[src/hdl/eebe_pkg.sv]
package eebe_pkg;

  localparam int unsigned FRAC_BITS_DEF = 16;

  localparam int unsigned WORD_W  = 32;
  localparam int unsigned EDGES   = 3;
  localparam int unsigned DIFF_W  = WORD_W + 1;
  localparam int unsigned PROD_W  = 2 * DIFF_W;
  localparam int unsigned AREA_W  = PROD_W + 1;
  localparam int unsigned AMAG_W  = PROD_W;
  localparam int unsigned SUMSQ_W = PROD_W;
  localparam int unsigned ROOT_W  = SUMSQ_W / 2;
  localparam int unsigned QUO_W   = WORD_W;
  // wide enough for the largest shifted numerator over the whole fraction range
  localparam int unsigned NUM_W   = AMAG_W + QUO_W;

  localparam int unsigned SQRT_LAT = ROOT_W;
  localparam int unsigned DIV_LAT  = QUO_W + 2;

  localparam int unsigned IN_W  = 8 * WORD_W;
  localparam int unsigned RES_W = 9 * WORD_W;

  typedef struct packed {
    logic [EDGES-1:0][1:0][DIFF_W-1:0] tmag;
    logic [EDGES-1:0][1:0]             tneg;
    logic [EDGES-1:0]                  lneg;
    logic                              aneg;
    logic [AMAG_W-1:0]                 amag;
    logic                              deg;
  } side_t;

  typedef struct packed {
    logic             deg;
    logic [RES_W-1:0] data;
  } res_t;

  function automatic logic signed [DIFF_W-1:0] sdiff(logic [WORD_W-1:0] a,
                                                      logic [WORD_W-1:0] b);
    return $signed({a[WORD_W-1], a}) - $signed({b[WORD_W-1], b});
  endfunction

  function automatic logic [DIFF_W-1:0] smag(logic signed [DIFF_W-1:0] a);
    return a[DIFF_W-1] ? DIFF_W'(-a) : DIFF_W'(a);
  endfunction

endpackage

[src/hdl/eebe_skid.sv]
module eebe_skid (
  input  logic                        clk,
  input  logic                        rst,
  input  logic                        in_valid,
  input  eebe_pkg::res_t              in_word,
  output logic                        full,
  output logic                        out_valid,
  input  logic                        out_ready,
  output logic [eebe_pkg::RES_W-1:0]  out_data,
  output logic                        out_flag
);

  eebe_pkg::res_t word_q, skid_q;
  logic           take;

  assign take = out_valid & out_ready;

  always_ff @(posedge clk) begin
    if (rst) begin
      out_valid <= 1'b0;
      full      <= 1'b0;
    end else begin
      priority if (full) begin
        if (take) full <= 1'b0;
      end else if (in_valid && out_valid && !take) begin
        full <= 1'b1;
      end else if (in_valid) begin
        out_valid <= 1'b1;
      end else if (take) begin
        out_valid <= 1'b0;
      end
    end
  end

  always_ff @(posedge clk) begin
    priority if (full) begin
      if (take) word_q <= skid_q;
    end else if (in_valid) begin
      if (out_valid && !take) skid_q <= in_word;
      else word_q <= in_word;
    end
  end

  assign out_data = word_q.data;
  assign out_flag = word_q.deg;

  a_full_has_out: assert property (@(posedge clk) disable iff (rst)
    full |-> out_valid) else $error("skid holds a word with the output empty");

  a_stall_fills: assert property (@(posedge clk) disable iff (rst)
    (!full && in_valid && out_valid && !take) |=> full)
    else $error("stalled word not captured in skid");

  a_drain: assert property (@(posedge clk) disable iff (rst)
    (full && take) |=> (!full && out_valid))
    else $error("skid word lost on drain");

endmodule

[config.mk]
export PLATFORM = sky130hd
export DESIGN_NAME = eebe_skid
export DESIGN_NICKNAME = d
export VERILOG_FILES = /design/src/hdl/eebe_pkg.sv /design/src/hdl/eebe_skid.sv
export SDC_FILE = /design/constraint.sdc
export NUM_CORES = 1
export LEC_CHECK = 0
export BUFFER_PORTS_ARGS = -buffer_cell sky130_fd_sc_hd__buf_2
export CAP_MARGIN = 20
export CORE_AREA = 2 2 226 228
export DETAILED_ROUTE_END_ITERATION = 8
export DIE_AREA = 0 0 228 230
export PLACE_DENSITY = 0.67
export SETUP_SLACK_MARGIN = 0.2
export SYNTH_ARGS = -nofsm -noshare
export SYNTH_HDL_FRONTEND = slang
export SYNTH_SLANG_ARGS = --single-unit
[constraint.sdc]
create_clock -name clk -period 17.7 [get_ports clk]
set_clock_uncertainty 0.1 [all_clocks]
set_input_delay 0 -clock clk [delete_from_list [all_inputs] [get_ports clk]]
set_output_delay 0 -clock clk [all_outputs]
set_load 0.05 [all_outputs]
* Word-level counts from Yosys, hierarchy flattened
Cells that the tools add are included.
Cells by class: add/sub/neg operators 0, multiplexer cells 9, bitwise operators 3, shift operators 0, equality and inequality tests 2, multipliers 0, magnitude comparators 0, reductions and logical operators 9, div/mod/pow operators 0
Operator list (count):
- $mux 289 | 4
- $reduce_and 3->1 | 3
- $mux 1 | 5
- $reduce_bool 2->1 | 2
- $logic_and 1x1->1 | 3
- $ne 2x1->1 const B | 1
- $ne 2x2->1 const B | 1
- $not 1->1 | 2
- $and 1x1->1 | 1
- $logic_not 1->1 | 1
Word-level totals: word-level logic and storage cells 29, input port bits 293, memory bits (read-only) 0, bits in latches 0, RAM bits 0, bits in registers 580, memories kept 0

* Depth between registers and ports, before layout
depth in word-level cells 6, mapped depth 5

* Least setup slack after synthesis
No wires, ideal clock.
kind register to register, start point register full, end point register word_q (netlist bit out_data[0]) (enable), path buffers 3, required time 16.563 ns, slack 1.468 ns, clock period less this slack 16.232 ns, stages on the path, launching flop included 6, library setup time 1.037 ns, arrival time 15.095 ns, cells stage by stage dfxtp_1 > buf_6 > buf_6 > buf_8 > mux2i_1 > a21oi_1
Between the ends: longest elaborated chain between the ends 2, elaborated cells between the ends (all ways) 4
Ends and longest elaborated chain:
- from (decl) | line eebe_skid.sv:6 | output logic full,
- from (signal assigned) | line eebe_skid.sv:21 | full <= 1'b0;
- from (signal assigned) | line eebe_skid.sv:24 | if (take) full <= 1'b0;
- from (signal assigned) | line eebe_skid.sv:26 | full <= 1'b1;
- $ne 2x1->1 (no source line), or another cell as far along
- $reduce_and 3->1 (no source line) *
- to (signal assigned) | line eebe_skid.sv:37 | if (take) word_q <= skid_q;
- to (signal assigned) | line eebe_skid.sv:40 | else word_q <= in_word;
- to (decl) | line eebe_skid.sv:13 | eebe_pkg::res_t word_q, skid_q;
Every way passes the cells marked *; elsewhere a longest branch is shown, timed or not. A chain may end at the register's enable or synchronous reset.

* Worst setup path in the final report
start point register full, end point register skid_q[128] (netlist name) (enable)
Between the ends: longest elaborated chain between the ends 2
Ends and longest elaborated chain:
- $not 1->1 (no source line)
- $reduce_and 3->1 (no source line)
- to (signal assigned) | line eebe_skid.sv:39 | if (out_valid && !take) skid_q <= in_word;
- to (decl) | line eebe_skid.sv:13
No other way between the ends.

==> summary.md <==
| Metric | Value |
|---|---|
| Total length of routed wires | between 50 and 60 mm |
| Avg Inst Size Synth | approximately 24 sq um |
| R2R Setup Slk | 14.14 ns |
| Switch Pwr | between 0.0008 and 0.0009 W |
| Max IR drop VDD | 0.0838 mV |
| Setup CP Type | register to register |
| Vias in the first global route | approximately 14000 |
| Root buffer cell | clkbuf_16 |
| Placed inst area | ~26000 sq um |
| Share of layout cells above drive strength 1 | about half |
| Final WS setup | around 14 ns |
| Total global routing overflow | 0 |
| XOR/XNOR share of the synthesized area | 0% |
| Hold depth | 2 |
| Worst r2r src | full |
| Via count | about 12000 |
| Pwr dens | 111 nW/um^2 |
| Initial antenna violation count | 5 |
| RSZ-0062 raised after global routing | false |
| Final antenna-violating net count | 0 |
| Number of I/O pins | 584 |
| Synth Area in Adders | 0% |
| Die X-Extent | 228 um |
| Layout area overhead | 40.2% |
| Final setup viols | 0 |
| DRC Markers | 0 |
| Setup bufs post-CTS | 0 |
| Final net count | 2161 |
| FP Rows | 82 |
| Cell area after layout | 30900 sq um |
| Largest family of logic cells by synthesized area | multiplexers |
| Placer Congestion | around 0.8 |
| PortBufs | a little under 600 |
| Worst Tran Pin Value | 1.31 ns |
| HPWL Detailed | 31.9 mm |
| Pleak | between 10 and 15 nW |
| Sink Count | 580 |
| Initial Util | 44.2% |
| Setup crit start kind | register |
| Drt first-iter violations | just over 700 |
| Synth cell types | 15 |
| Clock-pin slew on the worst setup and hold paths | about 0.060 ns |
| Synth Area in Simple Gates | less than 1% |
| Cells after Synth | ~910 |
| Top cells by count, synth | edfxtp_1 (578), mux2_4 (256), mux2_2 (33), buf_6 (27) |
| Flops & latches, synth | between 500 and 600 |
| Power Internal | 0.00254 W |
| Power share of the combinational group | roughly 16% |
| Crit path max fanout | 70 |
| Final Hold Viols | 0 |
| Status | finished, final reports clean |
| Die Height | around 230 um |
| Sequential-to-total area share from yosys stat | between 70 and 80% |
| Metal2 WL | around 27 mm |
| Core area | about 50000 sq um |
| Relative slew slack | 13.0% |
| Yosys top cell by area | edfxtp_1 |
| Worst Hold End | skid_q[105] |
| Mux share of post-synthesis cell area | approximately a fifth |
| R2R cell count | 3 |
| Share of the synthesized area in the top cell type | between 70% and 80% |
| Sw Ratio | between 20% and 30% |
| CTS Buf Count | between 50 and 60 |
| Yosys warns | 0 |
| Pre-CTS WS | 14.15 ns |
| Compound-cell area share of the yosys netlist | 0.119% |
| Fin crit share | 20.1% |
| Hold WS | a little over 0.04 ns |
| Total Power | between 0.003 and 0.004 W |
| Mapped Nets | 1205 |
| TritonCTS clock tree | built |
| Worst-case clock buffer depth | 3 |
| FF-to-FF End | skid_q[128] |
| Drt pass-1 iters | 4 |
| Die ar. | approximately 52000 sq um |
| Top cells by area, synth | edfxtp_1 (79%), mux2_4 (17%), mux2_2 (1.7%), buf_6 (1.4%), buf_8 (0.20%) |
| Critical path required time | 17.82 ns |
| Top Metal Used | met5 |
| Routed len/inst | slightly above 20 um |
| Filler cells | roughly 3500 |
| Final min period | 3.56 ns |
| M1 WL | about 20 mm |
| Ys flop type | edfxtp_1 |
| Area of the mapped netlist | between 20000 and 25000 sq um |
| H-Tree Depth | 2 |
| Ys async rst share | 0% |
| CP Capture Type | register |
| HP Class | input port to register |
| Most common cell in the netlist | edfxtp_1 |
| TNS Setup | 0 ns |
| WP data arrival | 3.68 ns |
| Clock power frac | between 30% and 40% |
| Max_cap viols | 0 |
| First-pass GRT wire length | ~80 mm |
| Vias per cell | 4.77 |
| FMAX | 281 MHz |
| Largest net degree at the start of global routing | ~190 |
| Total GRT Usage | 19.8% |
| Post-synth EDFFs | 578 |
| Flop pwr share | roughly 48% |
| Min-delay src | in_word[105] |
| WL met3 | around 3.7 mm |
| Clk_lat worst skew | ~0.59 ns |
| Max Slew Vio Count | 0 |
## power groups by stage
stage	clock network [W]	registers, W	logic [W]
2_1_floorplan	0	0.00190	0.000137
3_3_place_gp	0	0.00166	0.000467
3_5_place_dp	0	0.00167	0.000472
4_1_cts	0.00127	0.00164	0.000534
5_1_grt	0.00132	0.00164	0.000560
6_report	0.00125	0.00164	0.000538
## critical path: stages (launching register included)
cell and delay, ns:
dfxtp_4 0.54, and4bb_4 0.72, buf_4 0.79, buf_4 0.84
## worst max path at each step
stage	startpoint	end	slack, ns	cells after the start
floorplan	full	out_data[0]	1.47	5
global placement	full	skid_q[126]	14.21	3
detailed placement	full	skid_q[214]	14.15	3
CTS	full	skid_q[143]	14.16	3
global route	full	skid_q[208]	13.93	3
finish	full	skid_q[128]	14.14	3
## repair_timing
action | CTS | global route
hold buffers | 337 | 0
endpoints found under the setup margin | 0 | 0
gates resized for setup | 0 | 0
endpoints found under the hold margin | 640 | 0
## metal layers
layer / global-route usage [%] / up-vias
li1: - / 5571
met1: 23.4 / 6190
met2: 34.4 / 477
met3: 5.96 / 115
met4: 7.48 / 4
met5: 0 / -
## layout by cell type, fill, tap and decap left out, drive strengths merged
cell / instances
edfxtp: 578
nor2b: 1
a211oi: 1
clkbuf: 74
diode: 3
clkinv: 21
a21oi: 2
mux2i: 1
bufinv: 7
clkinvlp: 4
buf: 592
dlygate4sd3: 337
dfxtp: 2
and4bb: 1
inv: 4
o32ai: 1
mux2: 289
nand2b: 1
## cell families after synthesis
family,Yosys count
mux,290
compound gates,4
buf+inv,35
simple gates,3
flops,580
## area by class of cell
type / count / area (sq um) / area share [%]
Tap cell: 672 / 841 / 2.72
Inverter: 2 / 7.51 / 0.0243
Clock inverter: 34 / 358 / 1.16
Clock buffer: 74 / 1580 / 5.10
Sequential cell: 580 / 17400 / 56.3
Timing Repair Buffer: 929 / 6420 / 20.8
Antenna cell: 3 / 7.51 / 0.0243
Multi-Input combinational cell: 297 / 4290 / 13.9
## stage by stage
step           util, %  instances
3_3_place_gp      51.3       2142
5_1_grt           62.0       2591
6_report          62.0       2591
3_5_place_dp      51.3       2142
2_1_floorplan        -        912
4_1_cts           61.9       2587
## sequential cells by signal, summed over array words and instances (netlist names)
signal and cells:
full 1, out_data 288, skid_q 289, out_valid 1
out_flag 1
Note: power is estimated with default switching activity, not from simulation.
