<file path="config.mk">
export PLATFORM = sky130hd
export DESIGN_NAME = eebe_isqrt
export DESIGN_NICKNAME = d
export VERILOG_FILES = /design/src/hdl/eebe_pkg.sv /design/src/hdl/eebe_isqrt.sv
export SDC_FILE = /design/constraint.sdc
export NUM_CORES = 2
export LEC_CHECK = 0
export BUFFER_PORTS_ARGS = -buffer_cell sky130_fd_sc_hd__buf_2
export CELL_PAD_IN_SITES_DETAIL_PLACEMENT = 1
export CELL_PAD_IN_SITES_GLOBAL_PLACEMENT = 2
export CORE_MARGIN = 2
export CORE_UTILIZATION = 49
export CTS_CLUSTER_SIZE = 25
export DETAILED_ROUTE_END_ITERATION = 8
export GPL_ROUTABILITY_DRIVEN = 1
export GPL_TIMING_DRIVEN = 0
export PLACE_DENSITY_LB_ADDON = 0.08
export RECOVER_POWER = 25
export SYNTH_ARGS = -nofsm -noshare
export SYNTH_HDL_FRONTEND = slang
export SYNTH_MEMORY_MAX_BITS = 65536
export SYNTH_SLANG_ARGS = --single-unit
</file>
<file path="constraint.sdc">
create_clock -name clk -period 6.32 [get_ports clk]
set_clock_uncertainty 0.1 [all_clocks]
set_input_delay 0.316 -clock clk [delete_from_list [all_inputs] [get_ports clk]]
set_output_delay 0.316 -clock clk [all_outputs]
set_load 0.01 [all_outputs]
</file>
<file path="src/hdl/eebe_pkg.sv">
package eebe_pkg;

  localparam int unsigned FRAC_BITS_DEF = 16;

  localparam int unsigned WORD_W  = 32;
  localparam int unsigned EDGES   = 3;
  localparam int unsigned DIFF_W  = WORD_W + 1;
  localparam int unsigned PROD_W  = 2 * DIFF_W;
  localparam int unsigned AREA_W  = PROD_W + 1;
  localparam int unsigned AMAG_W  = PROD_W;
  localparam int unsigned SUMSQ_W = PROD_W;
  localparam int unsigned ROOT_W  = SUMSQ_W / 2;
  localparam int unsigned QUO_W   = WORD_W;
  // wide enough for the largest shifted numerator over the whole fraction range
  localparam int unsigned NUM_W   = AMAG_W + QUO_W;

  localparam int unsigned SQRT_LAT = ROOT_W;
  localparam int unsigned DIV_LAT  = QUO_W + 2;

  localparam int unsigned IN_W  = 8 * WORD_W;
  localparam int unsigned RES_W = 9 * WORD_W;

  typedef struct packed {
    logic [EDGES-1:0][1:0][DIFF_W-1:0] tmag;
    logic [EDGES-1:0][1:0]             tneg;
    logic [EDGES-1:0]                  lneg;
    logic                              aneg;
    logic [AMAG_W-1:0]                 amag;
    logic                              deg;
  } side_t;

  typedef struct packed {
    logic             deg;
    logic [RES_W-1:0] data;
  } res_t;

  function automatic logic signed [DIFF_W-1:0] sdiff(logic [WORD_W-1:0] a,
                                                      logic [WORD_W-1:0] b);
    return $signed({a[WORD_W-1], a}) - $signed({b[WORD_W-1], b});
  endfunction

  function automatic logic [DIFF_W-1:0] smag(logic signed [DIFF_W-1:0] a);
    return a[DIFF_W-1] ? DIFF_W'(-a) : DIFF_W'(a);
  endfunction

endpackage

</file>
<file path="src/hdl/eebe_isqrt.sv">
module eebe_isqrt (
  input  logic                          clk,
  input  logic                          rst,
  input  logic                          en,
  input  logic                          in_valid,
  input  logic [eebe_pkg::SUMSQ_W-1:0]  in_sumsq,
  output logic                          out_valid,
  output logic [eebe_pkg::ROOT_W-1:0]   out_root
);

  localparam int unsigned N = eebe_pkg::ROOT_W;
  localparam int unsigned S = eebe_pkg::SUMSQ_W;
  localparam int unsigned R = N + 2;

  logic [N-1:0] v_q;
  logic [S-1:0] s_q     [N];
  logic [R-1:0] rem_q   [N];
  logic [N-1:0] root_q  [N];
  logic [S-1:0] s_in    [N];
  logic [R-1:0] rem_in  [N];
  logic [N-1:0] root_in [N];
  logic [R-1:0] rem_nx  [N];
  logic [N-1:0] root_nx [N];

  // one result bit per stage, two radicand bits shifted in each time
  always_comb begin
    logic [R+1:0] cur;
    logic [R+1:0] trial;
    logic         ge;
    for (int k = 0; k < N; k++) begin
      s_in[k]    = (k == 0) ? in_sumsq : s_q[k-1];
      rem_in[k]  = (k == 0) ? '0 : rem_q[k-1];
      root_in[k] = (k == 0) ? '0 : root_q[k-1];
      cur        = {rem_in[k], s_in[k][S-1-2*k -: 2]};
      trial      = (R + 2)'({root_in[k], 2'b01});
      ge         = (cur >= trial);
      rem_nx[k]  = R'(ge ? cur - trial : cur);
      root_nx[k] = {root_in[k][N-2:0], ge};
    end
  end

  always_ff @(posedge clk) begin
    if (rst) v_q <= '0;
    else if (en) v_q <= {v_q[N-2:0], in_valid};
    if (en) begin
      for (int k = 0; k < N; k++) begin
        s_q[k]    <= s_in[k];
        rem_q[k]  <= rem_nx[k];
        root_q[k] <= root_nx[k];
      end
    end
  end

  assign out_valid = v_q[N-1];
  assign out_root  = root_q[N-1];

endmodule

</file>
======== After elaboration in Yosys (flattened, before gate mapping) ========
Memories as Yosys holds them, arrays and structs flattened.
Index checks and enable logic that the tools add are counted.
storage, ports and cells
  RAM bits ................................ 4422
  word-level logic and storage cells ...... 105
  register bits ........................... 33
  memories kept ........................... 3
  input bits .............................. 70
  output and inout bits ................... 34
operators by class
  order comparisons ....................... 33
  $add $sub $neg .......................... 33
  multiplexer cells ....................... 35
memory list
  name    depth  width  read ports  clocked after Yosys merged registers in  wr ports  line              text
  s_q     33     66     32          0                                        33        eebe_isqrt.sv:16  logic [S-1:0] s_q [N];
  rem_q   33     35     32          0                                        33        eebe_isqrt.sv:17  logic [R-1:0] rem_q [N];
  root_q  33     33     33          0                                        33        eebe_isqrt.sv:18  logic [N-1:0] root_q [N];
operator list
  operator                                                            number
  greater-or-equal comparator 37 x 35 -> 1 bit                        32
  two-way mux 35 bit                                                  33
  subtractor 35 bit                                                   32
  subtractor 2 x 1 -> 3 bit (second input constant)                   1
  greater-or-equal comparator 2 x 1 -> 1 bit (second input constant)  1
  two-way mux 1 bit                                                   2

======== Logic depth before layout (Yosys ltp) ========
An unclocked memory read counts as a cell.
  depth after elaboration ................. 3
  depth in mapped cells ................... 16
  depth with buffers taken out ............ 13

======== Worst setup path after synthesis ========
OpenSTA, ideal clock, no wires.
  kind .................................... register to register
  start ................................... memory rem_q[0][1054] in the netlist's numbering
  end ..................................... memory rem_q[0][1095] in the netlist's numbering (data pin)
  required time ........................... 5.960 ns
  arrival time ............................ 3.287 ns
  clock period less this slack ............ 3.647 ns
  path slack .............................. 2.673 ns
  setup time .............................. 0.260 ns
  stages on the path, launching flop included .. 14
  cells stage by stage .................... edfxtp_1 -> ha_1 -> clkbuf_1 -> a211oi_1 -> nand3_1 -> a41oi_1 -> o21ai_1 -> o21a_1 -> a211oi_2 -> nor3_1 -> or4_1 -> buf_2 -> buf_6 -> mux2_2
RTL lines
  item         line
  from (decl)  eebe_isqrt.sv:17

==> results.py <==
metrics = {
    "power": {
        "powerDensity_nw_per_um2": 370,
        "p_leak_nw": 54.1,
        "peakVddDrop_uv": 256,
    },
    "clock_tree": {
        "clkTransAtPathRegs_ps": 60,
        "hold_buffers": 107,
        "cts.sinks": 2717,
        "cts-root-buf": "clkbuf_16",
        "cts_tree": "built",
        "h-tree-depth": 5,
        "max-clock-path-buffers": 4,
        "post-cts-setup-buffer-count": 0,
        "clock_latency_ps": 880,
        "cts_buffers": 301,
        "cts_resized": 0,
    },
    "worst_setup_path": {
        "reg2reg_to": "rem_q[0][855]",
        "start_kind": "flip-flop",
        "crit_type": "reg -> reg",
        "worst_path_largest_cell_delay_ps": 640,
        "worst_ep_required_time_ps": 6730,
        "cp_data_arrival_time_ps": 5760,
        "reg2reg_depth": 12,
        "end_kind": "flip-flop",
        "rrSetupSlack_ps": 960,
        "path_cells": "inv_1 -> ha_1 -> nand4_1 -> or3_1 -> o221ai_1 -> o31a_1 -> a211oi_1 -> o31ai_2 -> buf_4 -> clkbuf_1 -> buf_1 -> a21oi_1",
        "path_max_fanout": 10,
        "slowest_stage": "clkbuf_1",
        "rr_startpoint": "root_q[0][762]",
    },
    "min_path": {
        "whs_path_depth": 2,
        "hold_start": "in_sumsq[22]",
        "hold-path-endpoint": "s_q[0][22]",
        "hp-class": "in -> reg",
    },
    "synthesis": {
        "ys_seq_area_share_pct": 64.4,
        "synth_common_cells": "edfxtp_1 (2684), inv_1 (743), nand2_1 (639)",
        "synth.most_common_cell": "edfxtp_1",
        "synthCells": 9781,
        "yosys_warnings": 0,
        "syn_area_um2": 126000,
        "async_flop_share_pct": 0,
        "syn_nets": 10447,
        "synthTopCellsByArea": "edfxtp_1 (64%), ha_1 (5.9%), xnor2_1 (3.3%), xor2_1 (3.0%), a21oi_1 (2.5%)",
        "synth-edff-count": 2684,
        "synthFlopType": "edfxtp_1",
        "yosysTopAreaCell": "edfxtp_1",
        "syn_avg_cell_area_um2": 12.9,
        "ys_ff_latch": 2717,
        "synth.distinct_cells": 99,
        "synth_top_cell_area_share_pct": 63.9,
    },
    "detailed_routing": {
        "wl_um": 301000,
        "vias": 77087,
        "wl_per_cell_um": 21.6,
        "vias_per_cell": 5.54,
        "first_pass_iters": 6,
        "drc_errors": 0,
        "ant_nets": 0,
        "first_iter_violations": 4309,
    },
    "finish": {
        "multiInputGateArea_um2": 41400,
        "seqCellArea_um2": 81300,
        "drive_gt1_share_pct": 6.85,
        "fill_cells": 25453,
        "nets": 10976,
        "area_delta_synth_final_pct": 12.7,
    },
    "floorplanning": {
        "fp.dieW_um": 512,
        "die_y_um": 512,
        "rows": 186,
        "fp.dieArea_um2": 262000,
        "initial_core_util_pct": 49.2,
        "pin_count": 104,
        "core_um2": 256000,
    },
    "sta": {
        "finalHoldViolations": 0,
        "hold_slack_ps": 63.8,
        "fmax_mhz": 187,
        "final.min_clock_period_ps": 5360,
        "relSlewSlack_pct": 9.28,
        "setup_tns_ps": 0,
        "drv_slew": 0,
        "setup_viol": 0,
        "rsz0062_at_grt": "no",
        "finalCritPeriodShare_pct": 84.8,
        "worstMarginPinSlew_ps": 1350,
    },
    "global_route": {
        "grt_pass1_wl_um": 468000,
        "overflow": 0,
        "grt_usage_pct": 22.8,
        "grt_pass1_vias": 81707,
        "grt_max_degree": 197,
        "antenna_found_initial": 2,
    },
    "run": {
        "cap_violations": 0,
    },
    "outcome": {
        "outcome": "finished clean",
    },
    "placement": {
        "routabilityCongestion": 0.884,
        "dp_hpwl_um": 223000,
        "port_buffers": 102,
    },
}
-- final cells by class --
type / instances / share of cell area [%]
Antenna cell: 3 / 0.00528
Sequential cell: 2717 / 57.1
Inverter: 748 / 1.97
Clock inverter: 161 / 1.34
Multi-Input combinational cell: 6114 / 29.1
Clock buffer: 368 / 5.52
Buffer: 202 / 0.561
Timing Repair Buffer: 226 / 1.43
Tap cell: 3384 / 2.98
-- logic make-up after synthesis --
kind of cell               synth area share [%]
DFF                                        64.4
other                                   0.00297
buffers and inverters                      2.86
adders and majority gates                  5.91
and+or+nand+nor                            10.1
xor gates and xnor gates                   6.27
AOI/OAI and AO/OA                          9.50
muxes                                     0.995
-- through the flow --
step / setup WS, ps / power (mW) / area [um^2] / util (%) / cells
after global placement: -36550 / 36.7 / 131000 / 51.1 / 13267
after CTS: 1080 / 53.2 / 142000 / 55.5 / 13920
after floorplan: 2670 / 31.6 / 126000 / - / 9781
final: 963 / 52.7 / 142000 / 55.5 / 13923
after global routing: 759 / 55.2 / 142000 / 55.5 / 13922
after detailed placement: 1100 / 35.6 / 131000 / 51.2 / 13284
-- placed cells by master, fill, tap and decap left out, drive strengths merged, types with 18 or more instances in the layout --
cell type    instances
or2                 54
and3                53
nand3              169
a2111oi             27
or3                104
o21a                92
a21oi              621
a211oi              62
or4                 55
nand2              640
dlygate4sd3        107
a21boi              18
xor2               432
edfxtp            2684
mux2i               49
and2                35
o21ai              508
nor4               120
xnor2              471
nand3b              29
dfxtp               33
nand4              115
clkinv             106
nor2b               95
o211ai              30
nor2               628
mux2                68
o31ai               68
nor3               235
and4                19
o21bai              57
inv                760
ha                 596
buf                138
nand2b             145
bufinv              33
a21o               253
clkbuf             551
a31oi               46
nor3b               24
-- state kept, by name (all words and copies together) (netlist names) --
name / flops
rem_q: 1067
s_q: 1056
root_q: 561
v_q: 33
-- per-layer routing --
metal / GRT usage, % / wire length, um / up-vias / share of wire (%)
met3: 2.46 / 8180 / 557 / 2.7
met2: 41.9 / 158000 / 1111 / 52
met1: 27.1 / 122000 / 38239 / 41
li1: - / - / 37180 / -
met4: 9.10 / 12900 / 0 / 4.3
met5: 0 / 0 / - / 0
-- worst max-delay path by stage --
stage                                 to  slack [ps]           start  cells after the start
final                      rem_q[0][855]         960  root_q[0][762]                     12
after global routing       rem_q[0][855]         760  root_q[0][763]                     12
after CTS                  rem_q[0][855]        1080  root_q[0][762]                     12
after detailed placement   rem_q[0][855]        1100  root_q[0][762]                     12
after global placement    rem_q[0][1106]      -36550              en                      1
after floorplan           rem_q[0][1095]        2670  rem_q[0][1054]                     13
-- report_power, final --
group	total [mW]	internal, mW	switching [mW]
Sequential	24.5	22.8	1.66
Clock	17.3	10.3	7.06
Combinational	10.9	4.33	6.58
-- critical path: cells and delay by family, from the launching register on --
kind / cells / cell delay, ps
fa+ha+maj: 1 / 320
flops: 1 / 520
simple gates: 2 / 620
compound gates: 5 / 1810
buf+inv: 4 / 1640
Power figures use the tool's default switching activity.
